[config.mk]
export PLATFORM = sky130hd
export DESIGN_NAME = frht_ram
export DESIGN_NICKNAME = d
export VERILOG_FILES = /design/src/hw/rtl/frht_ram.sv
export SDC_FILE = /design/constraint.sdc
export NUM_CORES = 2
export LEC_CHECK = 0
export ABC_AREA = 1
export ABC_CLOCK_PERIOD_IN_PS = 1900
export BUFFER_PORTS_ARGS = -buffer_cell sky130_fd_sc_hd__buf_2
export CAP_MARGIN = 40
export CORE_MARGIN = 5
export CORE_UTILIZATION = 25
export DETAILED_ROUTE_END_ITERATION = 7
export GPL_TIMING_DRIVEN = 0
export SLEW_MARGIN = 20
export SYNTH_ARGS = -nofsm -noshare
export SYNTH_HDL_FRONTEND = slang
export SYNTH_SLANG_ARGS = --single-unit
[constraint.sdc]
create_clock -name clk -period 1.9 [get_ports clk]
set_clock_uncertainty 0.15 [all_clocks]
set_input_delay 0.095 -clock clk [delete_from_list [all_inputs] [get_ports clk]]
set_output_delay 0.095 -clock clk [all_outputs]
set_load 0.05 [all_outputs]
[src/hw/rtl/frht_ram.sv]
// Generic simple dual-port RAM with one write port and a registered read port.
module frht_ram #(
  parameter int WIDTH = 8,
  parameter int DEPTH = 256
) (
  input  logic                     clk,
  input  logic                     we,
  input  logic [$clog2(DEPTH)-1:0] waddr,
  input  logic [WIDTH-1:0]         wdata,
  input  logic [$clog2(DEPTH)-1:0] raddr,
  output logic [WIDTH-1:0]         rdata
);

  logic [WIDTH-1:0] mem [DEPTH];

  // Write port and registered read.
  always_ff @(posedge clk) begin
    if (we) begin
      mem[waddr] <= wdata;
    end
    rdata <= mem[raddr];
  end

endmodule

==> After elaboration in Yosys (flattened, before gate mapping) <==
Memory sizes are Yosys's and may differ from the RTL's. A register that Yosys moved wholly into a read port is not among the register bits.
Cells that the tools add are included.
{ "word_totals": {"register_bits": 0, "mem_bits_rw": 2048, "inputBits": 26, "out_inout_bits": 8, "wordCells": 3, "n_memories": 1} }
{ "op_classes": {"n_mux": 2} }
{ "mem_list": {"columns": ["name", "words", "word_bits", "rd", "rd_ports_with_merged_regs", "wr", "line_no", "source"], "rows": [
  ["mem", 256, 8, 1, 1, 1, "14", "logic [WIDTH-1:0] mem [DEPTH];"]
]} }
{ "op_table": {"columns": ["op", "n"], "rows": [
  ["2-to-1 mux 1 bit", 2]
]} }

==> Longest topological paths before layout <==
{ "logic_depth": {"word_depth": 2, "ltp_mapped": 15, "depth_no_buf": 11} }

==> Worst setup path before layout <==
No wires, ideal clock.
{ "synth_path": {"kind": "input port to flip-flop", "from": "input port we", "to": "memory mem[162][0], enable pin", "setup_time_ns": 0.370, "arrival_ns": 1.216, "t_required_ns": 1.380, "setup_slack_ns": 0.164, "stages": 4, "n_path_buf": 2, "cell_sequence": "clkbuf_1 nand3_1 clkbuf_1 nor2_1"} }
{ "synth_via": {"elab_chain_len": 2} }
{ "synth_lines": {"columns": ["element", "line_no", "source"], "rows": [
  ["start, declared", "7", "input logic we,"],
  ["2-to-1 mux 1 bit", "18", "if (we) begin"],
  ["2-to-1 mux 1 bit (not written as such)", "19", "mem[waddr] <= wdata;"],
  ["end, declared", "14", null]
]} }
No other way between the ends.

==> summary.md <==
| Metric | Value |
|---|---|
| Max Cap Viol | 0 |
| RSZ-0062 raised after global routing | yes |
| DR DRC count | 2 |
| Grt ovf | 0 |
| Synth area leader | edfxtp_1 |
| Fmax | 0.471 GHz |
| Layout cells sized above 1 | 0.156 |
| Via count | 63296 |
| Worst r2r src | mem[207][6] |
| Final net count | 7536 |
| Vert. Die Dim | 588 um |
| Initial drt markers | 10646 |
| Final worst slack | -225 ps |
| DIE AREA | 345000 um^2 |
| DR WL met2 | 154000 um |
| Peak supply drop | 0.841 mV |
| Leak pwr | 34.8 nW |
| Buffers added on ports | 26 |
| Crit Reg-Reg Endpoint | rdata[6] |
| Slowest-stage cell, CP | buf_1 |
| Minimum clock period | 2120 ps |
| Commonest non-fill, non-tap cells in the layout | 2110 x nand2_1, 2048 x edfxtp_1, 1886 x nand3_1, 253 x buf_2, 210 x buf_4 |
| CP max FO | 10 |
| Largest delay share family, worst path | buffers and inverters |
| Worst Hold Class | primary input to register |
| Post-Syn Nets | 7029 |
| CTS tree | built |
| DRT Pass-1 Iters | 8 |
| Slew @ Worst Pin | 1280 ps |
| Multi-input logic area | 20400 um^2 |
| CP dominant cell by count | nand3_1 |
| Layout Cells excl Fill | 12095 |
| Max_slew headroom | 0.144 |
| Top cell type's share of synthesized area | 0.737 |
| YS warnings | 0 |
| Placed Cells | 11618 |
| Failing checks | DRC, hold timing, setup timing |
| Synthesized instance count | 7003 |
| GRT Total Usage | 0.197 |
| Critical path required time | 2490 ps |
| Worst-Skew Late Latency | 910 ps |
| Final hold slack | -500 ps |
| Max layer used | met5 |
| Post-CTS Setup Bufs | 0 |
| Area contributors post-synth | edfxtp_1 74%, nand3_1 12%, nand2_1 9.6% |
| CP cell instances | buf_2 -> clkbuf_1 -> buf_6 -> buf_1 -> nand3_1 -> nand3_1 -> nand3_1 -> nand3_4 -> nand2_1 -> nand2_1 -> nand2_2 |
| Routed WL | 358000 um |
| # H-tree levels | 4 |
| Crit path kind | primary input to register |
| Hold Path Depth | 3 |
| #FFs+latches synth | 2056 |
| Final setup violation count | 280 |
| Critical Path Sink Type | register |
| Vias in the first global route | 58362 |
| Avg Cell Area, Syn | 11.9 um^2 |
| Yosys cell types | 14 |
| CTS root buf | clkbuf_16 |
| Initial antenna violation count | 38 |
| Routed wl met3 | 50200 um |
| Largest net degree at the start of global routing | 130 |
| Critical path arrival | 2720 ps |
| Crit start category | primary input |
| Reg-to-reg slack, setup | -120 ps |
| Via density | 5.23 |
| Worst-case clock buffer depth | 3 |
| Commonest non-fill, non-tap cell in the layout | nand2_1 |
| Sequential area share after synthesis | 0.739 |
| Mapped Area | 83400 um^2 |
| Io pins | 34 |
| Register area | 61700 um^2 |
| Area grow syn2layout | 20.7% |
| Fin. Hold Viols | 8 |
| Pwr dens | 1000 nW/um^2 |
| Clk slew on worst S/H paths | 60 ps |
| Hold EP | rdata[7] |
| Core Rows | 212 |
| R2R cell count | 10 |
| CP Buf/Inv Count | 4 |
| GP Congestion | 0.984 |
| Routed wire per std cell | 29.6 um |
| Initial Util | 0.251 |
| Core area | 333000 um^2 |
| M1 wire length | 127000 um |
| Outcome | complete, but fails checks |
| Slew Viols, Final | 0 |
| Filler cells | 33314 |
| Clock sink total | 2056 |
| Die width | 588 um |
| First-pass GRT wire length | 478000 um |
| DRT antenna net count | 0 |
| Setup slack after placement | -1570 ps |
| Worst path max stage delay | 690 ps |
| Worst Hold Launch | raddr[7] |
| Final period util | 1.12 |
| Cts bufs inserted | 208 |
| Placed wire-length estimate | 250000 um |
## metal layers
layer  GRT usage  vias to the layer above
met2       0.295                     4956
li1            -                    25970
met4       0.120                       24
met5           0                        -
met3      0.0755                     1116
met1       0.241                    31230
## cell usage after synthesis
cell type  number
inv_4           1
buf_4          46
nand3_1      2019
buf_6          16
nand2_1      2123
inv_1          36
edfxtp_1     2048
buf_8           1
inv_2           2
clkbuf_1      112
buf_2         268
buf_1          40
nor2_1        283
dfxtp_1         8
## sequential cells by signal, indices dropped and copies added (netlist names)
register  cells
mem        2048
rdata         8
## kinds of logic (layout without fill, tap and decap cells)
group         Yosys count  count (layout)  synth area share
other cells             0              21                 0
buf+inv               522            1206            0.0312
flops                2056            2056             0.739
simple gates         4425            4425             0.229
## layout make-up
cell class              instances  area share
well taps                    4387      0.0545
inverters                      39     0.00148
diodes                         21    0.000522
clock buffers                 247      0.0534
multi-input cells            4425       0.203
repair buffers                297      0.0319
flip-flops and latches       2056       0.613
plain buffers                 483      0.0267
clock inverters               140      0.0160
## where the power goes
group	switching [mW]	internal, mW
combinational	6.40	1.80
sequential	0.0295	50.0
clock	18.5	24.1
## worst max path at each step
stage	startpoint	end	slack, ps	cells after the start
floorplan	we	mem[162][0]	160	4
global placement	wdata[5]	mem[166][5]	-3460	1
detailed placement	raddr[3]	rdata[6]	-1570	11
CTS	mem[129][6]	rdata[6]	-210	10
global route	mem[97][6]	rdata[6]	-110	10
finish	raddr[3]	rdata[6]	-220	11
## stage by stage
step	total power [mW]	setup TNS [ps]	cell area, um^2	util
final	101	-16270	101000	0.302
after detailed placement	58.4	-1518600	91600	0.275
after global placement	58.2	-8663190	89000	0.267
after CTS	100	-1430	99500	0.299
after global routing	103	-1110	101000	0.302
after floorplan	54.2	0	83400	-
## what timing repair did
action | 4_1_cts | 5_1_grt
endpoints found under the hold margin | 1637 | 55
pin swaps | 1 | 30
endpoints found under the setup margin | 386 | 172
hold buffers | 34 | 9
gates cloned | 0 | 0
resized for setup | 151 | 166
## worst register-to-register path, stage by stage, from the launching register on
cell and delay [ps]:
edfxtp_1 370, nand2_1 80, nand3_1 80, nand3_1 120, nand3_1 180, nand3_1 150
nand3_1 230, nand3_4 250, nand2_1 80, nand2_1 80, nand2_2 130
Power figures use the tool's default switching activity.
