[src/hw/rtl/frht_pkg.sv]
// Shared constants, register codes and types of the failure-risk hash table.
package frht_pkg;

  // Field widths.
  localparam int KEY_W  = 64;
  localparam int CNT_W  = 32;
  localparam int RISK_W = 16;
  localparam int CR_W   = CNT_W + RISK_W;

  // Default table size.
  localparam int TABLE_ENTRIES_DEF = 256;

  // Configuration port.
  localparam int APB_DATA_W = 32;
  localparam int APB_ADDR_W = 3;
  localparam int REG_IDX_W  = 1;

  localparam logic [REG_IDX_W-1:0] REG_RISK_STEP = 1'b0;
  localparam logic [REG_IDX_W-1:0] REG_RISK_CEIL = 1'b1;

  // Register reset values, Q0.16.
  localparam logic [RISK_W-1:0] RISK_STEP_RST = 16'd6554;
  localparam logic [RISK_W-1:0] RISK_CEIL_RST = 16'd32768;

  // Configuration handed from the register block to the core.
  typedef struct packed {
    logic [RISK_W-1:0] risk_step;
    logic [RISK_W-1:0] risk_ceiling;
  } cfg_t;

endpackage

[src/hw/rtl/frht_regs.sv]
// APB-style configuration registers of the failure-risk hash table.
module frht_regs (
  input  logic                                clk,
  input  logic                                rst,
  input  logic                                psel,
  input  logic                                penable,
  input  logic                                pwrite,
  input  logic [frht_pkg::APB_ADDR_W-1:0]     paddr,
  input  logic [frht_pkg::APB_DATA_W-1:0]     pwdata,
  output logic [frht_pkg::APB_DATA_W-1:0]     prdata,
  output logic                                pready,
  output frht_pkg::cfg_t                      cfg
);

  logic [frht_pkg::REG_IDX_W-1:0] reg_idx;
  logic                           wr_en;

  assign reg_idx = paddr[frht_pkg::APB_ADDR_W-1:2];
  assign wr_en   = psel && penable && pwrite;
  assign pready  = 1'b1;

  // Register writes on the access phase.
  always_ff @(posedge clk) begin
    if (rst) begin
      cfg.risk_step    <= frht_pkg::RISK_STEP_RST;
      cfg.risk_ceiling <= frht_pkg::RISK_CEIL_RST;
    end else if (wr_en) begin
      unique case (reg_idx)
        frht_pkg::REG_RISK_STEP: cfg.risk_step    <= pwdata[frht_pkg::RISK_W-1:0];
        frht_pkg::REG_RISK_CEIL: cfg.risk_ceiling <= pwdata[frht_pkg::RISK_W-1:0];
        default: ;
      endcase
    end
  end

  // Read mux.
  always_comb begin
    unique case (reg_idx)
      frht_pkg::REG_RISK_STEP:
        prdata = {{(frht_pkg::APB_DATA_W-frht_pkg::RISK_W){1'b0}}, cfg.risk_step};
      frht_pkg::REG_RISK_CEIL:
        prdata = {{(frht_pkg::APB_DATA_W-frht_pkg::RISK_W){1'b0}}, cfg.risk_ceiling};
      default:
        prdata = '0;
    endcase
  end

endmodule

[config.mk]
export PLATFORM = sky130hd
export DESIGN_NAME = frht_regs
export DESIGN_NICKNAME = d
export VERILOG_FILES = /design/src/hw/rtl/frht_pkg.sv /design/src/hw/rtl/frht_regs.sv
export SDC_FILE = /design/constraint.sdc
export NUM_CORES = 1
export LEC_CHECK = 0
export ABC_CLOCK_PERIOD_IN_PS = 1100
export BUFFER_PORTS_ARGS = -buffer_cell sky130_fd_sc_hd__buf_2
export CORE_MARGIN = 2
export CORE_UTILIZATION = 39
export CTS_BUF_LIST = sky130_fd_sc_hd__clkbuf_8 sky130_fd_sc_hd__clkbuf_16
export DETAILED_ROUTE_END_ITERATION = 8
export PLACE_DENSITY = 0.82
export SLEW_MARGIN = 20
export SYNTH_ARGS = -nofsm -noshare
export SYNTH_HDL_FRONTEND = slang
export SYNTH_SLANG_ARGS = --single-unit
[constraint.sdc]
create_clock -name clk -period 1.1 [get_ports clk]
set_input_delay 0.22 -clock clk [delete_from_list [all_inputs] [get_ports clk]]
set_output_delay 0.22 -clock clk [all_outputs]
set_load 0.02 [all_outputs]
======== After elaboration in Yosys (flattened, before gate mapping) ========
Cells that the tools add are included.
storage, ports and cells
  input bits .............................. 40
  bits in registers ....................... 32
  output and inout port bits .............. 65
cells by class
  reductions and logical operators ........ 4
  bitwise gates (word level) .............. 1
  multiplexer cells ....................... 1
operators with widths
  kind                                 count
  one-hot mux 32 bit (2 select lines)  1
  AND reduction 2 bit                  2
  logical AND 1 bit                    2
  inverter 1 bit                       1

======== Logic depth before layout (Yosys ltp) ========
Gate-level depths: netlist of run 1.
  depth in word-level cells ............... 3
  mapped depth ............................ 5
  mapped depth without buffers ............ 2

======== Worst setup path before layout of run 1 ========
OpenSTA, ideal clock, no wires.
  kind .................................... input-to-output
  from .................................... input paddr[2] (netlist bit)
  to ...................................... output prdata[10] (netlist bit)
  path buffers ............................ 2
  path slack .............................. -59 ps
  data arrival time ....................... 939 ps
  required time ........................... 880 ps
  cell stages on the path ................. 3
  path through ............................ buf_6 > buf_2 > mux2_2
between the ends
  cells in the longest elaborated chain, start to end .. 2
RTL lines
  item                                     line             RTL
  start, declared                          frht_regs.sv:8   input logic [frht_pkg::APB_ADDR_W-1:0] paddr,
  inverter 1 bit                           --
  one-hot mux 32 bit (2 select lines) (*)  frht_regs.sv:38  unique case (reg_idx)
  end, declared                            frht_regs.sv:10  output logic [frht_pkg::APB_DATA_W-1:0] prdata,
Mark *: on every way between the ends. The rest lies on a longest branch, timed or not. The select of a mux whose other input is x is not followed.

======== Worst setup path in the final report of run 1 ========
  from .................................... register cfg[20] (netlist bit)
  to ...................................... output prdata[4] (netlist bit)
between the ends
  cells in the longest elaborated chain, start to end .. 1
RTL lines
  item                                 line             RTL
  start, declared                      frht_regs.sv:12  output frht_pkg::cfg_t cfg
  one-hot mux 32 bit (2 select lines)  frht_regs.sv:38
No other way between the ends. The select of a mux whose other input is x is not followed.

==> results.cfg, run 1 <==
[drt]
first_pass_iters = 4
vias = 1491
drt_wl_total_um = 4710
initialDrtViolationCount = 28
viasPerCell = 4.64
remaining_drc_errors = 0
post_drt_wl_per_cell_um = 14.7
antenna_left = 0

[synthesis]
ys_seq_area_share_pct = 37.5
avgSynthCellArea_um2 = 10.0
synth.ff_latch_count = 32
ys_types = 15
synth_area_um2 = 1710
yosysWarnings = 0
syn_inst = 171

[sta]
setup_viol = 16
finalWorstSetupSlack_ns = -0.156
final_hold_viol_count = 0
slew_headroom_pct = 50.7
finClkSkew_ns = 0
worst_slew_pin_slew_ns = 0.739
min_period_ns = 1.26
slew_viol_final = 0
fmax_ghz = 0.796
rsz0062_at_grt = true
finalCritPeriodShare_pct = 114

[layout]
layout-drive-gt1-share_pct = 59.1
final_cell_count_no_fill = 321
final_nets = 308
largest_reg_flops = 32
areaGrowthSynthToFinish_pct = 61.2
layout_common_cells = buf_6, nand2b_1, mux2i_1, dfxtp_2, buf_2
layout_commonest_cell = buf_6
diodes = 0
fillers = 363
largest-register = cfg
top_regs = cfg x32

[floorplanning]
core_region_area_um2 = 4290
die_w_um = 70.2
dieArea_um2 = 4930
initial_utilization_pct = 39.8
row_count = 24
die_h_um = 70.2
pin_count = 105

[setup_path]
worstPathRequired_ns = 0.88
critical_path_arrival_ns = 1.04
endpoint_kind = output port
cp_max_fo = 3
cp-start-kind = register
crit_type = register to output port

[cts]
clock_latency_ns = 0.28
cts_buffers = 5
cts_max_level = 2
root_buffer = clkbuf_8
cts_tree = yes
cts_max_path_buffers = 2
postCtsHoldBufs = 0
path_clk_slew_ns = 0.07
cts_sinks = 32

[global_routing]
grt_max_degree = 57
grt_pass1_wl_um = 7000
grt_pass1_vias = 1436
overflow = 0
antenna_found_initial = 0
grt_use_total_pct = 18.0

[power]
power_mw = 2.70
ir_worst_vdd_mv = 0.514
powerDensity_nw_per_um2 = 978
total_leakage_power_nw = 1.30

[place]
gp_congestion = 0.685
pre_cts_ws_ns = -0.162
io_buffers = 69
dp_hpwl_um = 2530
place_inst = 285

[min_path]
hp-class = primary input to register

[flow_run]
cap_violations = 0

[status]
violations = setup timing
run_status = finished with violations
## timing repair
item,in CTS,in global routing
pin swaps,0,0
setup buffers,25,2
hold endpoints to repair,0,0
gates cloned,0,1
endpoints found under the setup margin,16,37
resized for setup,101,42
## layer usage
metal | vias up | GRT usage [%] | share of wire, %
li1 | 716 | - | -
met1 | 716 | 21.1 | 38
met2 | 53 | 32.4 | 55
met3 | 6 | 4.62 | 5.4
met4 | 0 | 4.49 | 1.1
met5 | - | 0 | 0
## path summary, 6_finish.rpt
kind / depth (start not counted) / from / endpoint / slack, ns
max: 2 / cfg[20] / prdata[4] / -0.16
min: 3 / pwdata[12] / cfg[12] / 0.20
max reg2reg: 3 / cfg[15] / cfg[15] / 0.31
min reg2reg: 2 / cfg[8] / cfg[8] / 0.48
## synth_stat cells
library cell	number	area [um2]
conb_1	2	7.51
nand2b_1	40	250
and4_4	1	11.3
mux2i_1	32	320
mux2_2	16	180
nand4_1	1	6.26
buf_2	3	15.0
buf_4	17	128
nand4b_1	1	8.76
dfxtp_1	32	641
clkbuf_1	5	18.8
and4b_1	1	10.0
nor2_1	16	60.1
buf_12	1	20.0
buf_6	3	33.8
## where the power goes
part	switching [mW]	internal [mW]	leakage (nW)
clock network	0.439	0.492	0.0538
registers	0.0181	1.19	0.267
logic	0.279	0.280	0.980
## critical path, cell delays in order, from the launching register on
cell and delay (ns):
dfxtp_2 0.34, mux2_4 0.28, buf_6 0.13
## final cells by class
type | count | area (um2) | share of cell area [%]
Clock inverter | 2 | 7.51 | 0.272
Clock buffer | 6 | 82.6 | 3.00
Multi-Input combinational cell | 125 | 956 | 34.7
Tap cell | 52 | 65.1 | 2.36
Sequential cell | 32 | 681 | 24.7
Timing Repair Buffer | 104 | 965 | 35.0
## through the flow
stage,util (%),cell area [um2],hold slack [ns],TNS (ns)
5_1_grt,64.2,2760,0.201,-2.46
3_5_place_dp,47.5,2040,0.480,-5.42
2_1_floorplan,-,1770,0.375,-0.0476
3_3_place_gp,47.5,2040,0.470,-4.97
4_1_cts,60.1,2580,0.193,-2.01
6_report,64.2,2760,0.201,-2.02
## cells by family after synthesis
| family | count (synthesis) | synth area share, % |
|---|---|---|
| simple gates | 60 | 20.3 |
| mux | 48 | 29.3 |
| flops | 32 | 37.5 |
| buf+inv | 29 | 12.6 |
| other cells | 2 | 0.439 |
Power figures use the tool's default switching activity.
==> run 2: changes to the inputs <==
--- a/config.mk
+++ b/config.mk
@@ -5,13 +5,13 @@
 export SDC_FILE = /design/constraint.sdc
 export NUM_CORES = 1
 export LEC_CHECK = 0
-export ABC_CLOCK_PERIOD_IN_PS = 1100
+export ABC_CLOCK_PERIOD_IN_PS = 1600
 export BUFFER_PORTS_ARGS = -buffer_cell sky130_fd_sc_hd__buf_2
 export CORE_MARGIN = 2
-export CORE_UTILIZATION = 39
+export CORE_UTILIZATION = 46
 export CTS_BUF_LIST = sky130_fd_sc_hd__clkbuf_8 sky130_fd_sc_hd__clkbuf_16
 export DETAILED_ROUTE_END_ITERATION = 8
-export PLACE_DENSITY = 0.82
+export PLACE_DENSITY = 0.85
 export SLEW_MARGIN = 20
 export SYNTH_ARGS = -nofsm -noshare
 export SYNTH_HDL_FRONTEND = slang
==> constraint.sdc (replaced) <==
create_clock -name clk -period 1.6 [get_ports clk]
set_input_delay 0.32 -clock clk [delete_from_list [all_inputs] [get_ports clk]]
set_output_delay 0.32 -clock clk [all_outputs]
set_load 0.02 [all_outputs]
==> results.cfg, run 2 (synthesis results as in run 1) <==
[setup_path]
r2r_start = cfg[5]
max_stage_delay_ns = 0.34
slowest_stage = mux2_2
crit_chain = buf_2 -> buf_12 -> mux2_2 -> buf_2
cp-start-kind = primary input
critical_path_arrival_ns = 1.09
crit_type = primary input to output port
path_common_cell = buf_2
worstPathRequired_ns = 1.28
rr_endpoint = cfg[5]
reg2reg_depth = 2
endpoint_kind = output port
rrSetupSlack_ns = 0.98
crit_family = buffers and inverters
path_buf_inv = 3
cp_max_fo = 20

[place]
placed_area_um2 = 2020
io_buffers = 69
gp_congestion = 0.673
dp_hpwl_um = 2310
pre_cts_ws_ns = 0.173

[cts]
cts_max_level = 2
postCtsHoldBufs = 0
cts_buffers = 5
cts_max_path_buffers = 2
root_buffer = clkbuf_8
cts_sinks = 32
ctsResizeCount = 0
path_clk_slew_ns = 0.06
clock_latency_ns = 0.27
cts_setup_buffers = 0
cts_tree = yes

[global_routing]
grt_pass1_vias = 1142
grt_max_degree = 57
grt_use_total_pct = 16.1
antenna_found_initial = 0
overflow = 0
grt_pass1_wl_um = 5180

[min_path]
hold_depth = 3
holdPathEnd = cfg[3]
hp-class = primary input to register
min_from = pwdata[3]

[layout]
largest-register = cfg
largest_reg_flops = 32
top_regs = cfg x32
stdcell_area_um2 = 2110
areaGrowthSynthToFinish_pct = 23.2
layout_commonest_cell = buf_2
final_nets = 276
layout_common_cells = buf_2, nand2b_1, mux2i_1, dfxtp_1, conb_1
layout-drive-gt1-share_pct = 40.1
diodes = 0

[sta]
finalWorstSetupSlack_ns = 0.186
final_hold_viol_count = 0
slew_viol_final = 0
fmax_ghz = 0.707
finalCritPeriodShare_pct = 88.3
min_period_ns = 1.41
rsz0062_at_grt = false
setup_viol = 0
finClkSkew_ns = 0
setup_tns_ns = 0

[floorplanning]
pin_count = 105
core_region_area_um2 = 3610
die_h_um = 65.0
initial_utilization_pct = 47.4
dieArea_um2 = 4220
row_count = 22
die_w_um = 65.0

[drt]
viasPerCell = 4.50
vias = 1283
initialDrtViolationCount = 67
drt_wl_total_um = 3250
post_drt_wl_per_cell_um = 11.4
remaining_drc_errors = 0
first_pass_iters = 4
antenna_left = 0

[power]
internal_power_mw = 1.27
p_seq_share_pct = 48.1
total_leakage_power_nw = 1.01
switching_power_uw = 452
powerDensity_nw_per_um2 = 816
ir_worst_vdd_mv = 0.613
swShare_pct = 26.3
clockPowerShare_pct = 35.8
p_comb_share_pct = 16.1

[status]
run_status = finished, final reports clean

[flow_run]
cap_violations = 0
## run 2: worst max-delay path by stage
stage                        start  slack (ns)         end  cells past startpoint
final                     paddr[2]        0.19  prdata[15]                      4
after global routing      paddr[2]        0.15  prdata[15]                      4
after CTS                 paddr[2]        0.17  prdata[15]                      4
after detailed placement  paddr[2]        0.17  prdata[15]                      4
after global placement    paddr[2]        0.18  prdata[15]                      4
after floorplan           paddr[2]        0.24  prdata[10]                      3
## run 2: cell type report
type	instances	area, um2
multi-input cells	125	911
flip-flops and latches	32	641
repair buffers	72	405
clock buffers	6	82.6
well taps	48	60.1
fillers	342	1500
clock inverters	2	7.51
## run 2: through the flow
step | std cells | hold slack, ns | utilization (%) | power [mW]
finish | 285 | 0.306 | 58.4 | 1.72
global route | 285 | 0.301 | 58.4 | 1.81
CTS | 285 | 0.301 | 58.4 | 1.74
detailed placement | 277 | 0.481 | 55.9 | 1.12
global placement | 277 | 0.470 | 55.9 | 1.12
floorplan | 186 | 0.475 | - | 1.07
## run 2: power groups by stage
stage	Clock, mW	Sequential, mW	Combinational [mW]
global route	0.683	0.829	0.300
detailed placement	0	0.845	0.279
finish	0.614	0.827	0.277
global placement	0	0.844	0.275
floorplan	0	0.865	0.206
CTS	0.638	0.827	0.279
## run 2: worst register-to-register path, stage by stage (launching register included)
cell      delay, ns
dfxtp_1        0.36
nand2b_1       0.07
mux2i_1        0.13
## run 2: per-layer routing
metal  global-route usage (%)  vias up  wire length, um
met1                     18.8      572             1460
met2                     26.8       48             1510
met3                     5.38        7              241
met4                     6.38        0               44
li1                         -      656                -
met5                        0        -                0
